## config.mk

```make
export PLATFORM = sky130hd
export DESIGN_NAME = unix_to_fat_timestamp_core_flat
export DESIGN_NICKNAME = d
export VERILOG_FILES = /design/src/rtl/utft_pkg.sv /design/src/rtl/utft_in_if.sv /design/src/rtl/utft_out_if.sv /design/src/rtl/utft_datapath.sv /design/src/rtl/utft_ctrl.sv /design/src/rtl/unix_to_fat_timestamp_core.sv /design/src/flat_wrapper.sv
export VERILOG_INCLUDE_DIRS = /design/src /design/src/rtl
export SDC_FILE = /design/constraint.sdc
export NUM_CORES = 1
export LEC_CHECK = 0
export ABC_AREA = 1
export BUFFER_PORTS_ARGS = -buffer_cell sky130_fd_sc_hd__buf_4
export CAP_MARGIN = 20
export CORE_MARGIN = 2
export CORE_UTILIZATION = 48
export DETAILED_ROUTE_END_ITERATION = 10
export GPL_ROUTABILITY_DRIVEN = 1
export GPL_TIMING_DRIVEN = 0
export MAX_ROUTING_LAYER = met4
export PLACE_DENSITY_LB_ADDON = 0.15
export SLEW_MARGIN = 30
export SYNTH_ARGS = -nofsm -noshare
export SYNTH_HDL_FRONTEND = slang
export SYNTH_HIERARCHICAL = 1
export SYNTH_SLANG_ARGS = --single-unit
```

## constraint.sdc

```tcl
create_clock -name clk -period 5.5 [get_ports clk]
set_clock_uncertainty 0.15 [all_clocks]
set_input_delay 0.275 -clock clk [delete_from_list [all_inputs] [get_ports clk]]
set_output_delay 0.275 -clock clk [all_outputs]
set_load 0.01 [all_outputs]
```

## src/rtl/unix_to_fat_timestamp_core_assert.svh

```systemverilog
// Assertion macros used by the RTL controller. Clock is clk, reset is rst_n.
`ifndef UNIX_TO_FAT_TIMESTAMP_CORE_ASSERT_SVH
`define UNIX_TO_FAT_TIMESTAMP_CORE_ASSERT_SVH

`ifndef SYNTHESIS

`define UTFT_ASSERT(lbl, prop, msg) \
  lbl: assert property (@(posedge clk) disable iff (!rst_n) prop) else $error(msg);

`define UTFT_NEVER(lbl, cond, msg) \
  lbl: assert property (@(posedge clk) disable iff (!rst_n) !(cond)) else $error(msg);

`else

`define UTFT_ASSERT(lbl, prop, msg)

`define UTFT_NEVER(lbl, cond, msg)

`endif

`endif

```

## src/rtl/utft_pkg.sv

```systemverilog
package utft_pkg;

  localparam logic [31:0] BASE_SECONDS = 32'd315532800;
  localparam logic [17:0] SEC_PER_DAY  = 18'd86400;
  localparam logic [17:0] SEC_PER_HOUR = 18'd3600;
  localparam logic [17:0] SEC_PER_MIN  = 18'd60;
  localparam logic [6:0]  YOFF_MAX     = 7'd127;
  localparam logic [6:0]  YOFF_2100    = 7'd120;
  localparam logic [15:0] DATE_FLOOR   = 16'h0021;
  localparam logic [3:0]  MONTHS       = 4'd12;
  localparam logic [3:0]  MONTH_FEB    = 4'd1;
  localparam logic [8:0]  DAYS_LEAP    = 9'd366;
  localparam logic [8:0]  DAYS_NORMAL  = 9'd365;

  // Rounded-up reciprocals, exact over the operand ranges in use
  localparam logic [25:0] RECIP_DAY    = 26'd50903317;  // 2^35 / 675, seconds >> 7 below 2^25
  localparam logic [17:0] RECIP_HOUR   = 18'd149131;    // 2^29 / 3600, operand below 2^17
  localparam logic [12:0] RECIP_MIN    = 13'd4370;      // 2^18 / 60, operand below 2^12

  typedef enum logic [3:0] {
    ST_IDLE,
    ST_DAY_Q,
    ST_DAY_R,
    ST_HOUR_Q,
    ST_HOUR_R,
    ST_MIN_Q,
    ST_MIN_R,
    ST_YEAR,
    ST_MONTH,
    ST_FINISH
  } state_t;

  typedef enum logic [2:0] {
    OP_NONE,
    OP_LOAD,
    OP_QUOT,
    OP_REM,
    OP_YEAR,
    OP_MONTH,
    OP_OUT
  } op_t;

  typedef enum logic [1:0] {
    DV_DAY,
    DV_HOUR,
    DV_MIN
  } div_sel_t;

  typedef struct packed {
    op_t      op;
    div_sel_t div;
  } cmd_t;

  typedef struct packed {
    logic below_base;
    logic year_fits;
    logic month_fits;
  } status_t;

  // 1980 is a leap year, so only the offset's low bits and 2100 matter up to 2107
  function automatic logic yoff_leap(input logic [6:0] yoff);
    yoff_leap = (yoff[1:0] == 2'b00) && (yoff != YOFF_2100);
  endfunction

  function automatic logic [4:0] month_len(input logic [3:0] month, input logic leap);
    logic [4:0] len;
    case (month)
      4'd0:    len = 5'd31;
      4'd1:    len = leap ? 5'd29 : 5'd28;
      4'd2:    len = 5'd31;
      4'd3:    len = 5'd30;
      4'd4:    len = 5'd31;
      4'd5:    len = 5'd30;
      4'd6:    len = 5'd31;
      4'd7:    len = 5'd31;
      4'd8:    len = 5'd30;
      4'd9:    len = 5'd31;
      4'd10:   len = 5'd30;
      4'd11:   len = 5'd31;
      default: len = 5'd31;
    endcase
    month_len = len;
  endfunction

endpackage

```

## src/rtl/utft_in_if.sv

```systemverilog
interface utft_in_if;
  logic        valid;
  logic        ready;
  logic [31:0] epoch_seconds;

  modport source (output valid, output epoch_seconds, input ready);
  modport sink (input valid, input epoch_seconds, output ready);
endinterface

```

## src/rtl/utft_out_if.sv

```systemverilog
interface utft_out_if;
  logic        valid;
  logic        ready;
  logic [15:0] fat_date;
  logic [15:0] fat_time;

  modport source (output valid, output fat_date, output fat_time, input ready);
  modport sink (input valid, input fat_date, input fat_time, output ready);
endinterface

```

## src/rtl/utft_datapath.sv

```systemverilog
module utft_datapath (
  input  logic               clk,
  input  logic [31:0]        epoch_seconds,
  input  utft_pkg::cmd_t     cmd,
  output utft_pkg::status_t  status,
  output logic [15:0]        fat_date,
  output logic [15:0]        fat_time
);

  logic [31:0] num_r, num_nxt;
  logic [15:0] days_r, days_nxt;
  logic [4:0]  hour_r, hour_nxt;
  logic [5:0]  min_r, min_nxt;
  logic [6:0]  yoff_r, yoff_nxt;
  logic [3:0]  month_r, month_nxt;
  logic        pre_r, pre_nxt;
  logic [15:0] date_r, date_nxt;
  logic [15:0] time_r, time_nxt;

  logic [31:0] diff;
  logic [50:0] day_prod;
  logic [33:0] hour_prod;
  logic [23:0] min_prod;
  logic [31:0] day_back;
  logic [17:0] hour_back;
  logic [17:0] min_back;
  logic        leap;
  logic [8:0]  ylen;
  logic [4:0]  mlen;

  assign diff  = epoch_seconds - utft_pkg::BASE_SECONDS;
  assign leap  = utft_pkg::yoff_leap(yoff_r);
  assign ylen  = leap ? utft_pkg::DAYS_LEAP : utft_pkg::DAYS_NORMAL;
  assign mlen  = utft_pkg::month_len(month_r, leap);

  // seconds / 86400 is (seconds >> 7) / 675
  assign day_prod  = {26'd0, num_r[31:7]} * {25'd0, utft_pkg::RECIP_DAY};
  assign hour_prod = {17'd0, num_r[16:0]} * {16'd0, utft_pkg::RECIP_HOUR};
  assign min_prod  = {12'd0, num_r[11:0]} * {11'd0, utft_pkg::RECIP_MIN};
  assign day_back  = {16'd0, days_r} * {14'd0, utft_pkg::SEC_PER_DAY};
  assign hour_back = {13'd0, hour_r} * utft_pkg::SEC_PER_HOUR;
  assign min_back  = {12'd0, min_r} * utft_pkg::SEC_PER_MIN;

  assign status.below_base = (epoch_seconds < utft_pkg::BASE_SECONDS);
  assign status.year_fits  = (days_r < {7'd0, ylen}) || (yoff_r == utft_pkg::YOFF_MAX);
  assign status.month_fits = (days_r < {11'd0, mlen}) || (month_r == utft_pkg::MONTHS);

  always_comb begin
    num_nxt   = num_r;
    days_nxt  = days_r;
    hour_nxt  = hour_r;
    min_nxt   = min_r;
    yoff_nxt  = yoff_r;
    month_nxt = month_r;
    pre_nxt   = pre_r;
    date_nxt  = date_r;
    time_nxt  = time_r;
    case (cmd.op)
      utft_pkg::OP_LOAD: begin
        num_nxt   = diff;
        pre_nxt   = status.below_base;
        yoff_nxt  = '0;
        month_nxt = '0;
      end
      utft_pkg::OP_QUOT: begin
        case (cmd.div)
          utft_pkg::DV_DAY:  days_nxt = day_prod[50:35];
          utft_pkg::DV_HOUR: hour_nxt = hour_prod[33:29];
          utft_pkg::DV_MIN:  min_nxt  = min_prod[23:18];
          default: begin
          end
        endcase
      end
      utft_pkg::OP_REM: begin
        case (cmd.div)
          utft_pkg::DV_DAY:  num_nxt = num_r - day_back;
          utft_pkg::DV_HOUR: num_nxt = num_r - {14'd0, hour_back};
          utft_pkg::DV_MIN:  num_nxt = num_r - {14'd0, min_back};
          default: begin
          end
        endcase
      end
      utft_pkg::OP_YEAR: begin
        days_nxt = days_r - {7'd0, ylen};
        yoff_nxt = yoff_r + 7'd1;
      end
      utft_pkg::OP_MONTH: begin
        days_nxt  = days_r - {11'd0, mlen};
        month_nxt = month_r + 4'd1;
      end
      utft_pkg::OP_OUT: begin
        if (pre_r) begin
          date_nxt = utft_pkg::DATE_FLOOR;
          time_nxt = '0;
        end else begin
          date_nxt = {yoff_r, 4'(month_r + 4'd1), 5'(days_r[4:0] + 5'd1)};
          time_nxt = {hour_r, min_r, num_r[5:1]};
        end
      end
      default: begin
      end
    endcase
  end

  always_ff @(posedge clk) begin
    num_r   <= num_nxt;
    days_r  <= days_nxt;
    hour_r  <= hour_nxt;
    min_r   <= min_nxt;
    yoff_r  <= yoff_nxt;
    month_r <= month_nxt;
    pre_r   <= pre_nxt;
    date_r  <= date_nxt;
    time_r  <= time_nxt;
  end

  assign fat_date = date_r;
  assign fat_time = time_r;

endmodule

```

## src/rtl/utft_ctrl.sv

```systemverilog
`include "unix_to_fat_timestamp_core_assert.svh"

module utft_ctrl (
  input  logic               clk,
  input  logic               rst_n,
  input  logic               in_valid,
  output logic               in_ready,
  output logic               out_valid,
  input  logic               out_ready,
  input  utft_pkg::status_t  status,
  output utft_pkg::cmd_t     cmd
);

  utft_pkg::state_t state_r, state_nxt;
  logic             out_valid_r, out_valid_nxt;
  logic             out_load;

  always_ff @(posedge clk) begin
    if (!rst_n) begin
      state_r     <= utft_pkg::ST_IDLE;
      out_valid_r <= 1'b0;
    end else begin
      state_r     <= state_nxt;
      out_valid_r <= out_valid_nxt;
    end
  end

  always_comb begin
    state_nxt = state_r;
    in_ready  = 1'b0;
    cmd.op    = utft_pkg::OP_NONE;
    cmd.div   = utft_pkg::DV_DAY;
    case (state_r)
      utft_pkg::ST_IDLE: begin
        in_ready = 1'b1;
        if (in_valid) begin
          cmd.op    = utft_pkg::OP_LOAD;
          state_nxt = status.below_base ? utft_pkg::ST_FINISH : utft_pkg::ST_DAY_Q;
        end
      end
      utft_pkg::ST_DAY_Q: begin
        cmd.op    = utft_pkg::OP_QUOT;
        cmd.div   = utft_pkg::DV_DAY;
        state_nxt = utft_pkg::ST_DAY_R;
      end
      utft_pkg::ST_DAY_R: begin
        cmd.op    = utft_pkg::OP_REM;
        cmd.div   = utft_pkg::DV_DAY;
        state_nxt = utft_pkg::ST_HOUR_Q;
      end
      utft_pkg::ST_HOUR_Q: begin
        cmd.op    = utft_pkg::OP_QUOT;
        cmd.div   = utft_pkg::DV_HOUR;
        state_nxt = utft_pkg::ST_HOUR_R;
      end
      utft_pkg::ST_HOUR_R: begin
        cmd.op    = utft_pkg::OP_REM;
        cmd.div   = utft_pkg::DV_HOUR;
        state_nxt = utft_pkg::ST_MIN_Q;
      end
      utft_pkg::ST_MIN_Q: begin
        cmd.op    = utft_pkg::OP_QUOT;
        cmd.div   = utft_pkg::DV_MIN;
        state_nxt = utft_pkg::ST_MIN_R;
      end
      utft_pkg::ST_MIN_R: begin
        cmd.op    = utft_pkg::OP_REM;
        cmd.div   = utft_pkg::DV_MIN;
        state_nxt = utft_pkg::ST_YEAR;
      end
      utft_pkg::ST_YEAR: begin
        if (status.year_fits) state_nxt = utft_pkg::ST_MONTH;
        else cmd.op = utft_pkg::OP_YEAR;
      end
      utft_pkg::ST_MONTH: begin
        if (status.month_fits) state_nxt = utft_pkg::ST_FINISH;
        else cmd.op = utft_pkg::OP_MONTH;
      end
      utft_pkg::ST_FINISH: begin
        // wait for the output register to free up
        if (!out_valid_r || out_ready) begin
          cmd.op    = utft_pkg::OP_OUT;
          state_nxt = utft_pkg::ST_IDLE;
        end
      end
      default: begin
        state_nxt = utft_pkg::ST_IDLE;
      end
    endcase
  end

  assign out_load = (cmd.op == utft_pkg::OP_OUT);

  always_comb begin
    if (out_load) out_valid_nxt = 1'b1;
    else if (out_ready) out_valid_nxt = 1'b0;
    else out_valid_nxt = out_valid_r;
  end

  assign out_valid = out_valid_r;

  `UTFT_NEVER(a_no_overwrite, out_load && out_valid_r && !out_ready, "result overwritten")
  `UTFT_ASSERT(a_accept_starts, (in_valid && in_ready) |=> !in_ready, "beat did not start work")
  `UTFT_ASSERT(a_out_held, (out_valid_r && !out_ready) |=> out_valid_r, "result dropped")

endmodule

```

## src/rtl/unix_to_fat_timestamp_core.sv

```systemverilog
// Channel  | Dir | Handshake   | Payload
// in_ch    | in  | valid/ready | epoch_seconds[31:0]
// out_ch   | out | valid/ready | fat_date[15:0], fat_time[15:0]
//
// One beat at a time. A beat goes through the accept, three reciprocal-multiply quotient
// and remainder pairs, the year and month walks and the output load; inputs before 1980
// go from the accept straight to the output load.
// Synchronous active-low reset clears the controller and the output valid.
// A new beat is taken while a result still waits on out_ch; the finished result then
// holds until the output register frees.
module unix_to_fat_timestamp_core (
  input logic       clk,
  input logic       rst_n,
  utft_in_if.sink   in_ch,
  utft_out_if.source out_ch
);

  utft_pkg::cmd_t    cmd;
  utft_pkg::status_t status;

  utft_ctrl u_ctrl (
    .clk       (clk),
    .rst_n     (rst_n),
    .in_valid  (in_ch.valid),
    .in_ready  (in_ch.ready),
    .out_valid (out_ch.valid),
    .out_ready (out_ch.ready),
    .status    (status),
    .cmd       (cmd)
  );

  utft_datapath u_datapath (
    .clk           (clk),
    .epoch_seconds (in_ch.epoch_seconds),
    .cmd           (cmd),
    .status        (status),
    .fat_date      (out_ch.fat_date),
    .fat_time      (out_ch.fat_time)
  );

endmodule
```

## src/flat_wrapper.sv

```systemverilog
// flat-port wrapper written by rule: the top's interface ports become plain ports
module unix_to_fat_timestamp_core_flat 
  (clk, rst_n, in_ch_valid, in_ch_epoch_seconds, in_ch_ready, out_ch_valid, out_ch_fat_date, out_ch_fat_time, out_ch_ready);
  utft_in_if in_ch_i ();
  utft_out_if out_ch_i ();
  input logic clk;
  input logic rst_n;
  input wire logic [$bits(in_ch_i.valid)-1:0] in_ch_valid;
  input wire logic [$bits(in_ch_i.epoch_seconds)-1:0] in_ch_epoch_seconds;
  output wire logic [$bits(in_ch_i.ready)-1:0] in_ch_ready;
  output wire logic [$bits(out_ch_i.valid)-1:0] out_ch_valid;
  output wire logic [$bits(out_ch_i.fat_date)-1:0] out_ch_fat_date;
  output wire logic [$bits(out_ch_i.fat_time)-1:0] out_ch_fat_time;
  input wire logic [$bits(out_ch_i.ready)-1:0] out_ch_ready;
  assign in_ch_i.valid = in_ch_valid;
  assign in_ch_i.epoch_seconds = in_ch_epoch_seconds;
  assign in_ch_ready = in_ch_i.ready;
  assign out_ch_valid = out_ch_i.valid;
  assign out_ch_fat_date = out_ch_i.fat_date;
  assign out_ch_fat_time = out_ch_i.fat_time;
  assign out_ch_i.ready = out_ch_ready;
  unix_to_fat_timestamp_core u_core (.clk(clk), .rst_n(rst_n), .in_ch(in_ch_i), .out_ch(out_ch_i));
endmodule
```

==> flow_summary_export.csv <==
group,metric,value,unit
clocking,clkSlewWorstSetupHoldPaths,110,ps
synth,netlist_area,30700,sq um
timing,rsz0062_at_grt,"yes",
routing,vias_per_cell,5.47,
placement,dp.cells,4925,
grt,grt_pass1_wl,159000,um
placement,place_congestion,0.980,
floorplan,die_y,257,um
setup_path,cp_max_fo,5,
clocking,clk_latency,430,ps
setup_path,worstPathArrival,6000,ps
setup_path,slowest_delay,550,ps
routing,drt_pass1_iterations,7,
synth,synth_top_family_by_area,"adder cells",
clocking,clockBufferDepth,2,
synth,yosysSeqAreaShare,10.4,%
floorplan,core,63100,sq um
timing,tightest_slew,889,ps
finish,drive_gt1_share,20.7,%
min_path,min_path_cells,3,
synth,ys_async_sr_fraction,0,%
clocking,numCtsBuffers,9,
floorplan,io_pins,70,
routing,num_vias,28100,
setup_path,critPathCaptureType,"flip-flop",
clocking,clock-sinks,108,
grt,grt_util_all_layers,32.3,%
flow_run,cap_violations,0,
setup_path,crit_top_cell,"fa_1",
grt,antenna_found_initial,1,
setup_path,worstRegToRegCells,25,
floorplan,dieArea,65900,sq um
floorplan,initial_core_util,48.6,%
synth,synth_edf_count,103,
finish,synthToLayoutAreaGrowth,22.3,%
synth,synth_adder_area_share,47.3,%
synth,synth_compound_area_share,9.86,%
timing,min_period,5940,ps
grt,grt_max_degree,23,
placement,placed_cell_area,32900,sq um
outcome,status,"finished, violations left",
synth,synthXorXnorAreaFrac,2.09,%
clocking,htree_levels,3,
setup_path,start_kind,"flip-flop",
timing,timing.final.crit_share,108,%
synth,yosys.area_share.simple,18.9,%
finish,num_antenna_cells,0,
setup_path,worstSetupPathType,"flip-flop to flip-flop",
timing,fin_ws,-444,ps
placement,hpwl,81700,um
setup_path,cpMaxStageDelayCell,"fa_2",
routing,routed_wl,103000,um
floorplan,num_rows,92,
synth,ys_ff_latch,108,
synth,synthMuxAreaShare,0,%
synth,yosysWarnings,6,
placement,place_ws,-1400,ps
timing,hold_viol,0,
grt,first_global_vias,27700,
synth,synthCells,3986,
placement,io_buffers,69,
synth,synth_cell_type_count,59,
synth,syn_nets,5001,
finish,nNetsFinal,5296,
outcome,violations,"setup timing",
finish,stdcell_count,5132,
finish,fin_area,37500,sq um
timing,slew-limit-headroom,40.7,%
timing,final_max_slew_viol_count,0,
routing,wl_per_cell,20.1,um
routing,drt_iter0_markers,2239,
timing,fmax,168,MHz
timing,setup_violations,26,
clocking,cts-root-buf,"clkbuf_16",
floorplan,die_w,257,um
grt,grt-ovfl-total,0,
routing,remaining_drc_errors,0,
synth,synthFlopType,"edfxtp_1",
synth,avgSynthCellArea,7.69,sq um
clocking,cts_tree,"built",
setup_path,critPathRequiredTime,5550,ps
routing,antenna_left,0,
min_path,hold_class,"input port to flip-flop",
[metrics by stage]
stage | hold WS (ps) | utilization, % | TNS (ps)
2_1_floorplan | 245 | - | -626
3_5_place_dp | 397 | 52.1 | -60820
6_report | 19.6 | 59.4 | -6800
5_1_grt | 17.9 | 59.4 | -11960
3_3_place_gp | 391 | 51.6 | -189420
4_1_cts | 0.901 | 57.2 | -6340
[Yosys cell counts, drive strengths merged (2+ instances only)]
| master | n | area, sq um |
|---|---|---|
| o21ai | 191 | 990 |
| o2111ai | 2 | 17.5 |
| xnor2 | 25 | 219 |
| o211ai | 10 | 75.1 |
| nor4 | 11 | 75.1 |
| clkinv | 5 | 18.8 |
| nand2 | 701 | 2680 |
| edfxtp | 103 | 3090 |
| xor2 | 48 | 420 |
| o21bai | 15 | 116 |
| fa | 300 | 6010 |
| o22ai | 7 | 43.8 |
| clkbuf | 10 | 37.5 |
| dfxtp | 5 | 100 |
| nand3b | 8 | 76.3 |
| inv | 896 | 3360 |
| nand3 | 216 | 1100 |
| a31oi | 11 | 68.8 |
| o21a | 7 | 52.6 |
| nor2 | 302 | 1180 |
| a21o | 20 | 150 |
| or2 | 10 | 62.6 |
| a21boi | 3 | 22.5 |
| and3 | 2 | 12.5 |
| nor3 | 46 | 245 |
| buf | 16 | 83.8 |
| nand4 | 50 | 313 |
| o221ai | 2 | 17.5 |
| and2 | 7 | 43.8 |
| a21oi | 261 | 1340 |
| a22oi | 2 | 15.0 |
| ha | 679 | 8500 |
| o31ai | 6 | 45.0 |
[cells by family after synthesis]
kind of cell,after synthesis
xor gates and xnor gates,73
adders and majority gates,979
buffers and inverters,927
AOI/OAI and AO/OA,545
DFF,108
and+or+nand+nor,1354
[flip-flops by register name, summed over array words and instances (netlist names)]
register,flops
u_core/u_ctrl/state_r,4
u_core/u_datapath/fat_time,16
u_core/u_datapath/fat_date,16
u_core/u_datapath/month_r,4
u_core/u_datapath/hour_r,5
u_core/u_datapath/days_r,16
u_core/u_datapath/min_r,6
u_core/u_ctrl/out_valid,1
u_core/u_datapath/pre_r,1
u_core/u_datapath/yoff_r,7
u_core/u_datapath/num_r,32
[area by class of cell]
| class | count | area, sq um |
|---|---|---|
| tap | 846 | 1060 |
| timing repair buffer | 283 | 2480 |
| sequential | 108 | 3190 |
| inverter | 901 | 3440 |
| buffer | 26 | 124 |
| timing repair inverter | 1 | 7.51 |
| clock buffer | 9 | 225 |
| fill | 5820 | 25600 |
| clock inverter | 7 | 91.3 |
| multi-input combinational | 2951 | 26900 |
[placed cells by master, fill, tap and decap left out, types with 9 or more instances in the layout]
cell type and n:
a21o_1 20, a21oi_1 180, a21oi_2 55, a21oi_4 26, a31oi_1 9, buf_12 12, buf_2 14, buf_4 227
buf_6 30, buf_8 11, clkbuf_16 9, edfxtp_1 103, fa_1 287, fa_2 13, ha_1 593, ha_2 11
ha_4 75, inv_1 815, inv_2 66, nand2_1 587, nand2_2 75, nand2_4 38, nand3_1 179, nand3_2 35
nand4_1 50, nor2_1 228, nor2_2 36, nor2_4 38, nor3_1 29, nor3_2 13, o211ai_1 10, o21ai_0 109
o21ai_1 48, o21ai_2 27, xnor2_1 17, xor2_1 44
[worst max-delay path, delay by kind of cell (launching register included)]
kind	cells	cell delay, ps
adders and majority gates	8	3590
and+or+nand+nor	9	940
DFF	1	390
buffers and inverters	8	660
[per-layer routing]
| layer | wire length, um | vias to the layer above | GRT usage (%) | share of wire [%] |
|---|---|---|---|---|
| li1 | - | 13500 | - | - |
| met1 | 46500 | 13500 | 44.3 | 45 |
| met2 | 45900 | 977 | 49.2 | 44 |
| met3 | 7330 | 171 | 4.90 | 7.1 |
| met4 | 3460 | 0 | 9.71 | 3.3 |
| met5 | 0 | - | - | 0 |
[worst paths after layout]
path,startpoint,to,slack [ps]
max,u_core/u_datapath/num_r[30],u_core/u_datapath/days_r[3],-440
min,in_ch_epoch_seconds[8],u_core/u_datapath/num_r[8],20
max reg2reg,u_core/u_datapath/num_r[30],u_core/u_datapath/days_r[3],-440
min reg2reg,u_core/u_ctrl/out_valid,u_core/u_ctrl/out_valid,410
[repair_timing]
action | 4_1_cts | 5_1_grt
gates cloned | 1 | 0
resized for setup | 393 | 260
hold buffers | 4 | 0
setup buffers | 153 | 35
pin swaps | 213 | 168
hold endpoints to repair | 5 | 0
setup endpoints to repair | 98 | 123
Power is not shown: default switching activity piles up to over one toggle a cycle in this logic, so the estimate is an artifact.
